<file path="src/rtl/split_only_buddy_allocator_macros.svh">
// assertion macros used by the allocator top level
`ifndef SPLIT_ONLY_BUDDY_ALLOCATOR_MACROS_SVH
`define SPLIT_ONLY_BUDDY_ALLOCATOR_MACROS_SVH

// same-cycle implication, disabled during reset
`define SBA_ASSERT_SAME(lbl, ante, cons, msg) \
  lbl: assert property (@(posedge clk_i) disable iff (!rst_ni) (ante) |-> (cons)) \
    else $error(msg);

// next-cycle implication, disabled during reset
`define SBA_ASSERT_NEXT(lbl, ante, cons, msg) \
  lbl: assert property (@(posedge clk_i) disable iff (!rst_ni) (ante) |=> (cons)) \
    else $error(msg);

`endif

</file>
<file path="src/rtl/sba_pkg.sv">
// shared types and constants of the split-only buddy allocator
package sba_pkg;

  localparam int REQ_W  = 17;
  localparam int ADDR_W = 14;
  localparam int SC_W   = 5;
  localparam int CLS_W  = 4;

  typedef enum logic [1:0] {
    ST_OK        = 2'd0,
    ST_NOMEM     = 2'd1,
    ST_TOO_LARGE = 2'd2,
    ST_BAD_FREE  = 2'd3
  } status_e;

  typedef struct packed {
    status_e            status;
    logic [ADDR_W-1:0]  gaddr;
    logic [SC_W-1:0]    sclass;
    logic               released;
  } res_t;

  typedef struct packed {
    logic             too_large;
    logic             hit;
    logic [CLS_W-1:0] hit_k;
    logic [CLS_W-1:0] req_k;
  } srch_t;

  typedef struct packed {
    logic link;
    logic cls;
    logic sbi;
    logic alloc;
  } amask_t;

  typedef struct packed {
    logic bytes;
    logic idle;
  } bmask_t;

endpackage

</file>
<file path="src/rtl/sba_search.sv">
// size class fit and smallest non-empty free list search
module sba_search import sba_pkg::*; #(
  parameter int KMAX           = 10,
  parameter int MINBLOCK_BYTES = 64
) (
  input  logic [REQ_W-1:0] req_i,
  input  logic [KMAX:0]    nonempty_i,
  output srch_t            srch_o
);

  localparam logic [31:0] MAXB = 32'(MINBLOCK_BYTES) << KMAX;

  always_comb begin
    logic [31:0] cb;
    srch_o           = '0;
    srch_o.too_large = 32'(req_i) > MAXB;
    for (int k = KMAX; k >= 0; k--) begin
      cb = 32'(MINBLOCK_BYTES) << k;
      if (32'(req_i) <= cb) begin
        srch_o.req_k = CLS_W'(k);
        if (nonempty_i[k]) begin
          srch_o.hit   = 1'b1;
          srch_o.hit_k = CLS_W'(k);
        end
      end
    end
  end

endmodule

</file>
<file path="config.mk">
export PLATFORM = sky130hd
export DESIGN_NAME = sba_search
export DESIGN_NICKNAME = d
export VERILOG_FILES = /design/src/rtl/split_only_buddy_allocator_macros.svh /design/src/rtl/sba_pkg.sv /design/src/rtl/sba_search.sv
export SDC_FILE = /design/constraint.sdc
export NUM_CORES = 1
export LEC_CHECK = 0
export BUFFER_PORTS_ARGS = -buffer_cell sky130_fd_sc_hd__buf_2
export CAP_MARGIN = 20
export CORE_ASPECT_RATIO = 1.4
export CORE_MARGIN = 5
export CORE_UTILIZATION = 25
export DETAILED_ROUTE_END_ITERATION = 7
export PLACE_DENSITY_LB_ADDON = 0.08
export SYNTH_ARGS = -nofsm -noshare
export SYNTH_HDL_FRONTEND = slang
export SYNTH_SLANG_ARGS = --single-unit
</file>
<file path="constraint.sdc">
create_clock -name vclk -period 6.1
set_input_delay 1.83 -clock vclk [all_inputs]
set_output_delay 1.83 -clock vclk [all_outputs]
set_load 0.03 [all_outputs]
</file>
==> impl_metrics.toml <==
[cells_and_area]
register_area_um2 = 0
diodes = 0
drive_above_1_share_pct = 41.0
seq_cells = 0
final_nets = 164
clockBufferCount = 0
syn_to_final_growth_pct = 44.2

[drt]
via_per_inst = 5.49
drtPass1Iterations = 4
wl_per_cell_um = 14.0
drcViolationCount = 0
ant_nets = 0
vias = 862
drt_first_iter_violations = 13
drt_wl_total_um = 2190

[setup_path]
crit_chain = "buf_2 > or4_4 > or4_1 > o31a_4 > a2111oi_4 > o21bai_2 > a21oi_2 > buf_2"
worstPathMaxFanout = 6
crit_type = "in2out"
cp-end-kind = "primary output"
crit_family = "simple AND/OR/NAND/NOR gates"
cp-start-kind = "primary input"
slowest_stage = "or4_4"
crit_buf_inv = 2
crit_required_ps = 4270
critPathMaxStageDelay_ps = 570
crit_top_cell = "buf_2"
cp_data_arrival_time_ps = 4170

[global_route]
grt_pass1_wl_um = 3700
grt_pass1_vias = 867
grt_max_degree = 9
antenna_found_initial = 0
grt.overflow.total = 0
grt_use_total_pct = 13.2

[min_path]
worstHoldStart = "nonempty_i[9]"
hold_depth = 4
min_to = "srch_o[8]"
min_path_type = "in2out"

[floorplanning]
core_area_mm2 = 0.00236
die_area_mm2 = 0.00351
initial_utilization_pct = 25.5
die_w_um = 51.5
ios = 38
fp-row-count = 21
die_h_um = 68.1

[timing]
tightestPinTransition_ps = 467
report.final.slew_viol_count = 0
setup_violations = 0
tns_ps = 0
fmax_mhz = 167
slew_headroom_pct = 68.6
rsz0062_at_grt = "no"
fin_crit_sh_pct = 98.3
fin_crit_ps = 6000
finalWorstSetupSlack_ps = 103
timing.final.hold_violations = 0

[power_and_ir_drop]
pwr-share-seq_pct = 0
power.leakage_nw = 0.407
cellInternalPower_mw = 0.0199
power.share.clock_pct = 0
ir_drop_uv = 26.0
power_density_mw_per_mm2 = 57.0
swShare_pct = 59.8
p_switching_mw = 0.0297
power_frac_comb_pct = 100.0

[yosys]
syn_area_um2 = 603
synth-seq-area-share_pct = 0
synth_cells = 90
netlist-cell-type-count = 39
synth_area_per_cell_um2 = 6.70
synth_warnings = 0
syn_nets = 118

[job]
drv_cap = 0

[clocking]
hold_buffers = 0
postCtsSetupBuffers = 0
cts_resized = 0

[place]
post-place-ws_ps = 87.4
gp_congestion = 0.853
hpwl_um = 1990
port_buffers = 38

[outcome]
status = "complete, no violations"
==> power groups by stage <==
| stage | Sequential [mW] | Combinational [mW] | Clock, mW |
|---|---|---|---|
| after floorplan | 0 | 0.0254 | 0 |
| after global placement | 0 | 0.0498 | 0 |
| after detailed placement | 0 | 0.0501 | 0 |
| after CTS | 0 | 0.0502 | 0 |
| after global routing | 0 | 0.0548 | 0 |
| final | 0 | 0.0496 | 0 |
==> routing by layer <==
metal  part of all wire, %  vias up  GRT usage, %  routed length [um]
met5                     0        -             0                   0
met4                     0        0             0                   0
met3                   5.6        0         0.871                 123
met2                    57       24          29.3                1260
met1                    37      391          13.6                 810
li1                      -      447             -                   -
==> cells by family after synthesis <==
kind of cell | after synthesis | synth area share [%]
AOI/OAI and AO/OA | 31 | 46.9
muxes | 1 | 1.66
buffers and inverters | 6 | 3.94
and+or+nand+nor | 52 | 47.5
==> worst max path at each step <==
stage	cells past startpoint	endpoint	slack, ps	startpoint
3_3_place_gp	8	srch_o[5]	100	req_i[0]
2_1_floorplan	7	srch_o[5]	140	req_i[0]
4_1_cts	8	srch_o[5]	90	req_i[0]
3_5_place_dp	8	srch_o[5]	90	req_i[0]
6_report	8	srch_o[5]	100	req_i[0]
5_1_grt	9	srch_o[4]	6	req_i[0]
==> cells in the final DEF, fill, tap and decap left out, types with 2 or more instances in the layout <==
cell type  count
nand3_1        4
or3_1          3
o22ai_1        2
nand4_1        3
o31ai_1        2
nor3_1         3
o211ai_1       3
nand2_1       11
buf_2         38
o21ai_0        4
nor4_1         4
nand3b_1       2
and2_1         3
nor2_1         9
a21o_1         2
inv_1          5
nor2b_1        4
buf_4          7
a2111oi_4      2
a211oi_1       2
a21oi_1        2
==> synth_stat cells (2+ instances only) <==
master | count | area [um^2]
a21oi_1 | 2 | 10.0
o211ai_1 | 3 | 22.5
nor4_1 | 4 | 25.0
and2_1 | 3 | 18.8
nor2_1 | 9 | 33.8
a21o_1 | 2 | 15.0
nor3_1 | 3 | 15.0
or3_1 | 3 | 18.8
nand4_1 | 3 | 18.8
a211oi_1 | 2 | 15.0
nand3_1 | 4 | 20.0
o31ai_1 | 2 | 15.0
nor2b_1 | 4 | 25.0
nand2_1 | 11 | 41.3
o21ai_0 | 4 | 20.0
nand3b_1 | 2 | 15.0
o22ai_1 | 2 | 12.5
inv_1 | 5 | 18.8
a2111oi_4 | 2 | 55.1
==> final cells by class <==
type               instances  area [um^2]
fillers                  268         1500
multi-input cells         84          579
repair buffers            45          243
well taps                 23         28.8
inverters                  5         18.8
==> metrics by stage <==
stage / std cells / hold slack [ps] / power (mW) / area (um^2) / utilization (%)
2_1_floorplan: 90 / 3800 / 0.0254 / 603 / -
3_3_place_gp: 157 / 4110 / 0.0498 / 870 / 36.8
3_5_place_dp: 157 / 4110 / 0.0501 / 870 / 36.8
4_1_cts: 157 / 4110 / 0.0502 / 870 / 36.8
5_1_grt: 157 / 4140 / 0.0548 / 870 / 36.8
6_report: 157 / 4100 / 0.0496 / 870 / 36.8
Power figures use the tool's default switching activity.
