### src/rtl/split_only_buddy_allocator_macros.svh
// assertion macros used by the allocator top level
`ifndef SPLIT_ONLY_BUDDY_ALLOCATOR_MACROS_SVH
`define SPLIT_ONLY_BUDDY_ALLOCATOR_MACROS_SVH

// same-cycle implication, disabled during reset
`define SBA_ASSERT_SAME(lbl, ante, cons, msg) \
  lbl: assert property (@(posedge clk_i) disable iff (!rst_ni) (ante) |-> (cons)) \
    else $error(msg);

// next-cycle implication, disabled during reset
`define SBA_ASSERT_NEXT(lbl, ante, cons, msg) \
  lbl: assert property (@(posedge clk_i) disable iff (!rst_ni) (ante) |=> (cons)) \
    else $error(msg);

`endif

### src/rtl/sba_pkg.sv
// shared types and constants of the split-only buddy allocator
package sba_pkg;

  localparam int REQ_W  = 17;
  localparam int ADDR_W = 14;
  localparam int SC_W   = 5;
  localparam int CLS_W  = 4;

  typedef enum logic [1:0] {
    ST_OK        = 2'd0,
    ST_NOMEM     = 2'd1,
    ST_TOO_LARGE = 2'd2,
    ST_BAD_FREE  = 2'd3
  } status_e;

  typedef struct packed {
    status_e            status;
    logic [ADDR_W-1:0]  gaddr;
    logic [SC_W-1:0]    sclass;
    logic               released;
  } res_t;

  typedef struct packed {
    logic             too_large;
    logic             hit;
    logic [CLS_W-1:0] hit_k;
    logic [CLS_W-1:0] req_k;
  } srch_t;

  typedef struct packed {
    logic link;
    logic cls;
    logic sbi;
    logic alloc;
  } amask_t;

  typedef struct packed {
    logic bytes;
    logic idle;
  } bmask_t;

endpackage

### src/rtl/sba_out_reg.sv
// result register between the sequencer and the output channel
module sba_out_reg import sba_pkg::*; (
  input  logic clk_i,
  input  logic rst_ni,
  input  logic load_i,
  input  res_t res_i,
  input  logic out_stall_i,
  output logic ready_o,
  output logic out_valid_o,
  output res_t res_o
);

  logic valid_q, valid_d;
  res_t res_q;

  assign ready_o     = !valid_q || !out_stall_i;
  assign valid_d     = load_i || (valid_q && out_stall_i);
  assign out_valid_o = valid_q;
  assign res_o       = res_q;

  always_ff @(posedge clk_i or negedge rst_ni) begin
    if (!rst_ni) begin
      valid_q <= 1'b0;
    end else begin
      valid_q <= valid_d;
    end
  end

  always_ff @(posedge clk_i) begin
    if (load_i) begin
      res_q <= res_i;
    end
  end

endmodule

### config.mk
export PLATFORM = sky130hd
export DESIGN_NAME = sba_out_reg
export DESIGN_NICKNAME = d
export VERILOG_FILES = /design/src/rtl/split_only_buddy_allocator_macros.svh /design/src/rtl/sba_pkg.sv /design/src/rtl/sba_out_reg.sv
export SDC_FILE = /design/constraint.sdc
export NUM_CORES = 1
export LEC_CHECK = 0
export ABC_CLOCK_PERIOD_IN_PS = 800
export BUFFER_PORTS_ARGS = -buffer_cell sky130_fd_sc_hd__buf_2
export CAP_MARGIN = 40
export CORE_UTILIZATION = 34
export DETAILED_ROUTE_END_ITERATION = 8
export GPL_TIMING_DRIVEN = 0
export PLACE_DENSITY = 0.73
export SYNTH_ARGS = -nofsm -noshare
export SYNTH_HDL_FRONTEND = slang
export SYNTH_SLANG_ARGS = --single-unit
### constraint.sdc
create_clock -name clk_i -period 0.8 [get_ports clk_i]
set_input_delay 0.08 -clock clk_i [delete_from_list [all_inputs] [get_ports clk_i]]
set_output_delay 0.08 -clock clk_i [all_outputs]
set_load 0.02 [all_outputs]
==> results of run 1 <==
## worst paths after layout
path                                   from     endpoint  cells after the start
worst min-delay path                 rst_ni  out_valid_o                      2
worst min register to register  out_valid_o  out_valid_o                      1
worst max-delay path            out_valid_o      ready_o                      2
min in group clk_i                   load_i     res_o[4]                      1
worst max register to register  out_valid_o  out_valid_o                      1
max in group asynchronous            rst_ni  out_valid_o                      2
## report_power, final
part | internal, W | total (W) | switching [W]
Sequential | 0.00142 | 0.00146 | 0.0000372
Clock | 0.000194 | 0.000503 | 0.000309
Combinational | 0.000259 | 0.000471 | 0.000212
## layout make-up
type,instances,area share
flip-flops and latches,23,0.508
repair buffers,73,0.439
well taps,27,0.0250
clock buffers,4,0.0195
multi-input cells,2,0.00835
## per-layer routing
layer / track usage / share of wire / vias up / wire length (µm)
met4: 0.0514 / 0.010 / 0 / 16
met3: 0.0615 / 0.037 / 2 / 58
met1: 0.155 / 0.35 / 235 / 543
met2: 0.258 / 0.60 / 22 / 940
met5: 0 / 0 / - / 0
li1: - / - / 251 / -
## per-stage QoR
stage / total power (W) / setup TNS [ns] / utilization / worst slack [ns] / hold WS, ns
floorplan: 0.00161 / 0 / - / 0.0483 / -0.216
global placement: 0.00176 / -1.26 / 0.503 / -0.0577 / -0.145
detailed placement: 0.00177 / -1.52 / 0.503 / -0.0699 / -0.143
CTS: 0.00239 / -3.28 / 0.651 / -0.198 / -0.0210
global route: 0.00254 / -4.20 / 0.695 / -0.247 / 0.0402
finish: 0.00243 / -2.95 / 0.695 / -0.182 / 0.0699
## sequential cells by signal (all words and copies together) (netlist names)
signal and cells:
out_valid_o 1, res_o 22
## what timing repair did
item | 4_1_cts | 5_1_grt
setup endpoints to repair | 24 | 24
pin swaps | 1 | 0
hold endpoints to repair | 24 | 1
hold buffers | 23 | 1
resized for setup | 10 | 24
## placed cells by master, fill, tap and decap left out
master,instances
clkbuf_4,3
edfxtp_1,22
buf_6,17
dfrtp_1,1
a21o_1,1
dlygate4sd3_1,24
nand2_1,1
clkbuf_1,1
buf_2,32
## logic make-up after synthesis
logic type       share of synthesized area
AND/OR/NAND/NOR                    0.00538
AO/OA/AOI/OAI                       0.0108
flip-flops                           0.984
==> run_results.csv, run 1 <==
group,metric,value,unit
run_status,status,"finished, violations left",
run_status,violations,"setup timing",
final_layout,instances_no_fill,129,
power,power.density,1800,mW/mm²
timing,final-max-slew-violation-count,0,
detailed_routing,drt_iter0_drc,9,
timing,finalSetupViolations,24,
floorplanning,pin_count,50,
setup_path,max_stage_delay,0.41,ns
setup_path,r2r_slack,0.11,ns
global_route,grt_pass1_vias,463,
yosys,yosys_warnings,0,
detailed_routing,detail-route-antenna-nets,0,
global_route,grt.overflow.total,0,
detailed_routing,vias_per_cell,3.95,
final_layout,filler_cell_count,150,
timing,setup_ws,-0.182,ns
setup_path,path_buf_inv,1,
timing,worst_pin_slew,0.487,ns
setup_path,end_kind,"primary output",
timing,hold_viol_final,0,
yosys,synth_most_common_cell,"edfxtp_1",
final_layout,area_growth,93.5,%
cts,tritoncts,"built",
cts,ctsHtreeMaxLevel,1,
detailed_routing,wirelength,1.56,mm
floorplanning,coreArea,0.00194,mm²
cts,cts-root-buf,"clkbuf_4",
cts,clk_latency,0.29,ns
timing,slew_headroom,0.675,
final_layout,fin_nets,129,
setup_path,cp_max_fo,3,
power,vdd_drop_max,0.00127,V
power,p_leak,0.578,nW
setup_path,path_delay_family,"flip-flops",
floorplanning,fp.dieW,47.3,µm
cts,clock_path_buffers,2,
timing,fin_crit_sh,1.23,
place,placed_area,976,µm²
cts,clkTransAtPathRegs,0.11,ns
cts,clock_sinks,23,
place,io_buffers,49,
final_layout,layout.area.seq,686,µm²
run,maxCapViolations,0,
global_route,grt_pass1_wl,2.05,mm
setup_path,critPathRequiredTime,0.72,ns
timing,skew,0,ns
yosys,synth_cells,25,
yosys,seq_area_frac_synth,0.984,
yosys,synth_nets,51,
hold_path,hold_path_class,"input pin to async pin",
global_route,grt_max_degree,24,
detailed_routing,vias,510,
yosys,synth_area_leaders,"edfxtp_1 95%, dfrtp_1 3.6%, a21o_1 1.1%",
yosys,async_flop_share,0.0435,
global_route,grtUsageTotal,0.146,
final_layout,drive_gt1_frac,0.510,
floorplanning,rows,16,
yosys,synth_cell_types,4,
setup_path,critPathLaunchType,"register",
setup_path,critical_path_class,"register to primary output",
yosys,yosys.area.top_type,"edfxtp_1",
place,dp.cells,101,
yosys,ys.flop_type,"edfxtp_1",
timing,fmax,1020,MHz
place,finalWeightedCongestion,0.583,
timing,rsz0062_at_grt,"true",
detailed_routing,drc,0,
yosys,yosysTopAreaCellShare,0.948,
floorplanning,chipHeight,47.3,µm
yosys,synth_edf_count,22,
setup_path,cp_cell_sequence,"nand2_1 > buf_6",
cts,cts_buffers,3,
floorplanning,start_util,0.359,
final_layout,final_area,0.00135,mm²
yosys,synth_seq_cells,23,
setup_path,crit_arrival,0.90,ns
floorplanning,dieArea,0.00223,mm²
yosys,netlist_area,697,µm²
detailed_routing,drtPass1Iterations,4,
timing,period_minus_slack,0.982,ns
global_route,antenna_found_initial,0,
yosys,syn_area_per_cell,27.9,µm²
yosys,synthTopCellsByCount,"22 x edfxtp_1, 1 x a21o_1, 1 x dfrtp_1, 1 x nand2_1",
final_layout,multi_input_area,11.3,µm²
final_layout,diodes,0,
setup_path,critPathSlowestCell,"dfrtp_1",
cts,post_cts_buffers,0,
detailed_routing,detail_route.wl_per_cell,12.1,µm
Note: power is estimated with default switching activity, not from simulation.
==> run 2, diff against run 1 <==
ABC_CLOCK_PERIOD_IN_PS = 1200   (was 800)
CORE_UTILIZATION = 35   (was 34)
PLACE_DENSITY = 0.72   (was 0.73)
clock period = 1.2 ns   (was 0.8 ns; I/O delays follow)
==> run 2 against run 1 <==
Worst hold slack worse by 0.032 ns. Critical path depth unchanged. Combinational power down 45%. Worst setup slack better by 0.36 ns. Routed wire length down 15%. The run now ends clean.
==> run_results.csv, run 2 (synthesized netlist as in run 1, its figures left out) <==
group,metric,value,unit
detailed_routing,detail_route.wl_per_cell,10.5,µm
final_layout,final_common_cell,"buf_2",
cts,clk_latency,0.29,ns
global_route,grtUsageTotal,0.120,
cts,clock_sinks,23,
power,vdd_drop_max,0.000863,V
detailed_routing,vias_per_cell,3.98,
cts,cts_buffers,3,
timing,rsz0062_at_grt,"false",
timing,period_minus_slack,1.02,ns
floorplanning,dieArea,0.00217,mm²
cts,tritoncts,"built",
cts,ctsHtreeMaxLevel,1,
floorplanning,fp.dieW,46.6,µm
detailed_routing,top_layer_used,"met4",
final_layout,diodes,0,
timing,fmax,981,MHz
final_layout,area_growth,76.5,%
detailed_routing,wirelength,1.32,mm
cts,post_cts_buffers,0,
timing,worst_pin_slew,0.466,ns
floorplanning,pin_count,50,
timing,finalSetupViolations,0,
cts,clkTransAtPathRegs,0.11,ns
floorplanning,start_util,0.387,
cts,clock_path_buffers,2,
run,maxCapViolations,0,
setup_path,end_kind,"primary output",
setup_path,worst_r2r_path_depth,1,
setup_path,cp_max_fo,3,
timing,final-max-slew-violation-count,0,
setup_path,max_stage_delay,0.40,ns
power,p_leak,0.537,nW
detailed_routing,drtPass1Iterations,3,
detailed_routing,detail-route-antenna-nets,0,
power,power.density,1250,mW/mm²
setup_path,crit_arrival,0.90,ns
global_route,grt_pass1_wl,1.68,mm
floorplanning,rows,15,
timing,slew_headroom,0.689,
global_route,grt_pass1_vias,442,
setup_path,critPathLaunchType,"register",
detailed_routing,met3_length,77,µm
hold_path,hold_path_class,"input pin to register",
power,total_power,0.00154,W
place,finalWeightedCongestion,0.715,
cts,cts-root-buf,"clkbuf_4",
floorplanning,chipHeight,46.6,µm
detailed_routing,vias,502,
timing,fin_setup_tns,0,ns
setup_path,critical_path_class,"register to primary output",
hold_path,whs_path_depth,2,
detailed_routing,wl_met1,471,µm
setup_path,critPathRequiredTime,1.08,ns
global_route,grt_max_degree,24,
global_route,grt.overflow.total,0,
setup_path,cp_cell_sequence,"nand2_1 > buf_2",
floorplanning,coreArea,0.00180,mm²
timing,skew,0,ns
detailed_routing,drt_iter0_drc,3,
setup_path,critPathSlowestCell,"dfrtp_1",
global_route,antenna_found_initial,0,
final_layout,largest_reg_flops,22,
final_layout,final_cell_mix,"49 x buf_2, 23 x dlygate4sd3_1, 22 x edfxtp_1",
run_status,status,"finished, final reports clean",
detailed_routing,wl_met2,770,µm
timing,fin_crit_sh,0.850,
final_layout,fin_nets,128,
timing,hold_viol_final,0,
detailed_routing,drc,0,
place,io_buffers,49,
final_layout,drive_gt1_frac,0.515,
[run 2: area by class of cell]
type	instances	area, µm²
Tap cell	25	31.3
Sequential cell	23	686
Clock buffer	4	26.3
Fill cell	146	572
Timing Repair Buffer	72	475
Multi-Input combinational cell	2	11.3
[run 2: path summary, 6_finish.rpt]
path	slack (ns)	to	from
hold reg to reg	0.51	out_valid_o	out_valid_o
min in group asynchronous	0.11	out_valid_o	rst_ni
setup reg to reg	0.53	out_valid_o	out_valid_o
hold / removal	0.04	out_valid_o	out_stall_i
setup / recovery	0.18	ready_o	out_valid_o
max in group asynchronous	1.00	out_valid_o	rst_ni
[run 2: report_power, final]
group	internal (W)	switching, W
registers	0.000947	0.0000134
clock network	0.000129	0.000189
logic	0.000120	0.000137
total	0.00120	0.000340
[run 2: repair_timing]
| action | 4_1_cts | 5_1_grt |
|---|---|---|
| gates resized for setup | 0 | 0 |
| hold buffers | 20 | 3 |
| hold endpoints to repair | 20 | 3 |
[run 2: routing by layer]
| layer | global-route usage | vias up |
|---|---|---|
| met5 | 0 | - |
| met4 | 0.0514 | 0 |
| met3 | 0.0431 | 2 |
| met2 | 0.236 | 26 |
| met1 | 0.105 | 222 |
| li1 | - | 252 |
[run 2: critical path, delay by kind of cell, from the launching register on]
family	cells	cell delay (ns)
simple gates	1	0.06
buf+inv	1	0.15
flops	1	0.40
[run 2: metrics by stage]
stage | utilization | hold WS (ns) | area [µm²] | worst slack [ns] | cells
6_report | 0.683 | 0.0383 | 1230 | 0.180 | 126
2_1_floorplan | - | -0.176 | 697 | 0.439 | 25
4_1_cts | 0.666 | 0.00208 | 1200 | 0.164 | 123
3_3_place_gp | 0.540 | -0.105 | 973 | 0.316 | 99
5_1_grt | 0.683 | 0.0250 | 1230 | 0.127 | 126
3_5_place_dp | 0.540 | -0.104 | 973 | 0.300 | 99
==> run 3, diff against run 2 <==
ABC_CLOCK_PERIOD_IN_PS = 1100   (was 1200)
clock period = 1.1 ns   (was 1.2 ns; I/O delays follow)
==> run 3 against run 2 <==
Critical path depth unchanged. Via count grew 0.80%. Clock power rose by 9.4%. Die area unchanged. Critical path type unchanged. Worst setup slack got worse by 0.089 ns. Sequential cell count unchanged.
==> run_results.csv, run 3 (synthesized netlist as in run 1, its figures left out) <==
group,metric,value,unit
run_status,status,"finished, final reports clean",
setup_path,worst_r2r_path_depth,1,
detailed_routing,vias_per_cell,4.02,
setup_path,r2r-end,"out_valid_o",
final_layout,fin_nets,128,
final_layout,largest_reg_flops,22,
power,vdd_drop_max,0.000940,V
power,power.density,1360,mW/mm²
cts,ctsHtreeMaxLevel,1,
floorplanning,start_util,0.387,
hold_path,whs_path_depth,2,
final_layout,final_common_cell,"buf_2",
cts,tritoncts,"built",
setup_path,cp_max_fo,3,
place,finalWeightedCongestion,0.715,
cts,clock_path_buffers,2,
detailed_routing,drtPass1Iterations,2,
cts,clkTransAtPathRegs,0.11,ns
timing,rsz0062_at_grt,"false",
floorplanning,dieArea,0.00217,mm²
cts,cts-root-buf,"clkbuf_4",
floorplanning,coreArea,0.00180,mm²
place,io_buffers,49,
hold_path,whs_endpoint,"out_valid_o",
final_layout,area_growth,76.5,%
timing,worst_pin_slew,0.471,ns
setup_path,critPathLaunchType,"register",
detailed_routing,wirelength,1.38,mm
global_route,grt_pass1_wl,1.87,mm
setup_path,reg2reg_from,"out_valid_o",
timing,fin_crit_sh,0.918,
floorplanning,rows,15,
global_route,grt_pass1_vias,477,
global_route,grt_max_degree,24,
setup_path,critPathRequiredTime,0.99,ns
hold_path,hold_path_class,"input pin to register",
setup_path,r2r_slack,0.43,ns
final_layout,final_area,0.00123,mm²
timing,skew,0,ns
final_layout,filler_cell_count,146,
final_layout,diodes,0,
cts,clock_sinks,23,
power,p_leak,0.537,nW
final_layout,final_cell_mix,"49 x buf_2, 23 x dlygate4sd3_1, 22 x edfxtp_1",
final_layout,drive_gt1_frac,0.515,
timing,setup_ws,0.0907,ns
global_route,grtUsageTotal,0.136,
floorplanning,chipHeight,46.6,µm
global_route,grt.overflow.total,0,
setup_path,critical_path_class,"register to primary output",
timing,slew_headroom,0.686,
timing,final-max-slew-violation-count,0,
cts,clk_latency,0.29,ns
floorplanning,fp.dieW,46.6,µm
global_route,antenna_found_initial,0,
setup_path,end_kind,"primary output",
timing,fmax,991,MHz
detailed_routing,detail_route.wl_per_cell,10.9,µm
setup_path,crit_arrival,0.90,ns
detailed_routing,drc,0,
timing,finalSetupViolations,0,
timing,fin_setup_tns,0,ns
timing,period_minus_slack,1.01,ns
detailed_routing,detail-route-antenna-nets,0,
detailed_routing,drt_iter0_drc,3,
place,placed_area,973,µm²
detailed_routing,vias,506,
place,pre_cts_ws,0.210,ns
floorplanning,pin_count,50,
run,maxCapViolations,0,
hold_path,hp-start,"out_stall_i",
timing,hold_viol_final,0,
cts,cts_buffers,3,
[run 3: final cells by class]
cell class,instances,area (µm²),share of cell area
clock buffer,4,26.3,0.0214
multi-input combinational,2,11.3,0.00916
sequential,23,686,0.557
timing repair buffer,72,475,0.387
tap,25,31.3,0.0254
[run 3: report_power, final]
part / leakage (nW) / switching (W) / internal (W)
logic: 0.296 / 0.000151 / 0.000131
registers: 0.226 / 0.0000144 / 0.00103
clock network: 0.0150 / 0.000207 / 0.000141
[run 3: through the flow]
stage / instances / util / total power, W / hold slack [ns]
final: 126 / 0.683 / 0.00168 / 0.0288
after global routing: 126 / 0.683 / 0.00175 / 0.0150
after CTS: 126 / 0.683 / 0.00170 / 0.0189
after detailed placement: 99 / 0.540 / 0.00129 / -0.114
after global placement: 99 / 0.540 / 0.00128 / -0.115
after floorplan: 25 / - / 0.00117 / -0.186
[run 3: what timing repair did]
| action | CTS | global route |
|---|---|---|
| hold buffers | 23 | 0 |
| setup buffers | 0 | 0 |
| resized for setup | 0 | 0 |
| hold endpoints to repair | 23 | 0 |
[run 3: worst max-delay path: stages, from the launching register on]
cell and delay, ns:
dfrtp_1 0.40, nand2_1 0.06, buf_2 0.15
[run 3: layer usage]
metal | share of wire | GRT usage | vias to the layer above
met1 | 0.35 | 0.110 | 222
li1 | - | - | 252
met2 | 0.57 | 0.272 | 28
met4 | 0.016 | 0.0686 | 0
met3 | 0.058 | 0.0471 | 4
met5 | 0 | 0 | -
[run 3: how the worst max path moves through the flow]
| stage | start | end | slack (ns) |
|---|---|---|---|
| floorplan | out_valid_o | out_valid_o | 0.35 |
| global placement | load_i | res_o[2] | 0.23 |
| detailed placement | load_i | res_o[20] | 0.21 |
| CTS | out_valid_o | ready_o | 0.07 |
| global route | out_valid_o | ready_o | 0.04 |
| finish | out_valid_o | ready_o | 0.09 |
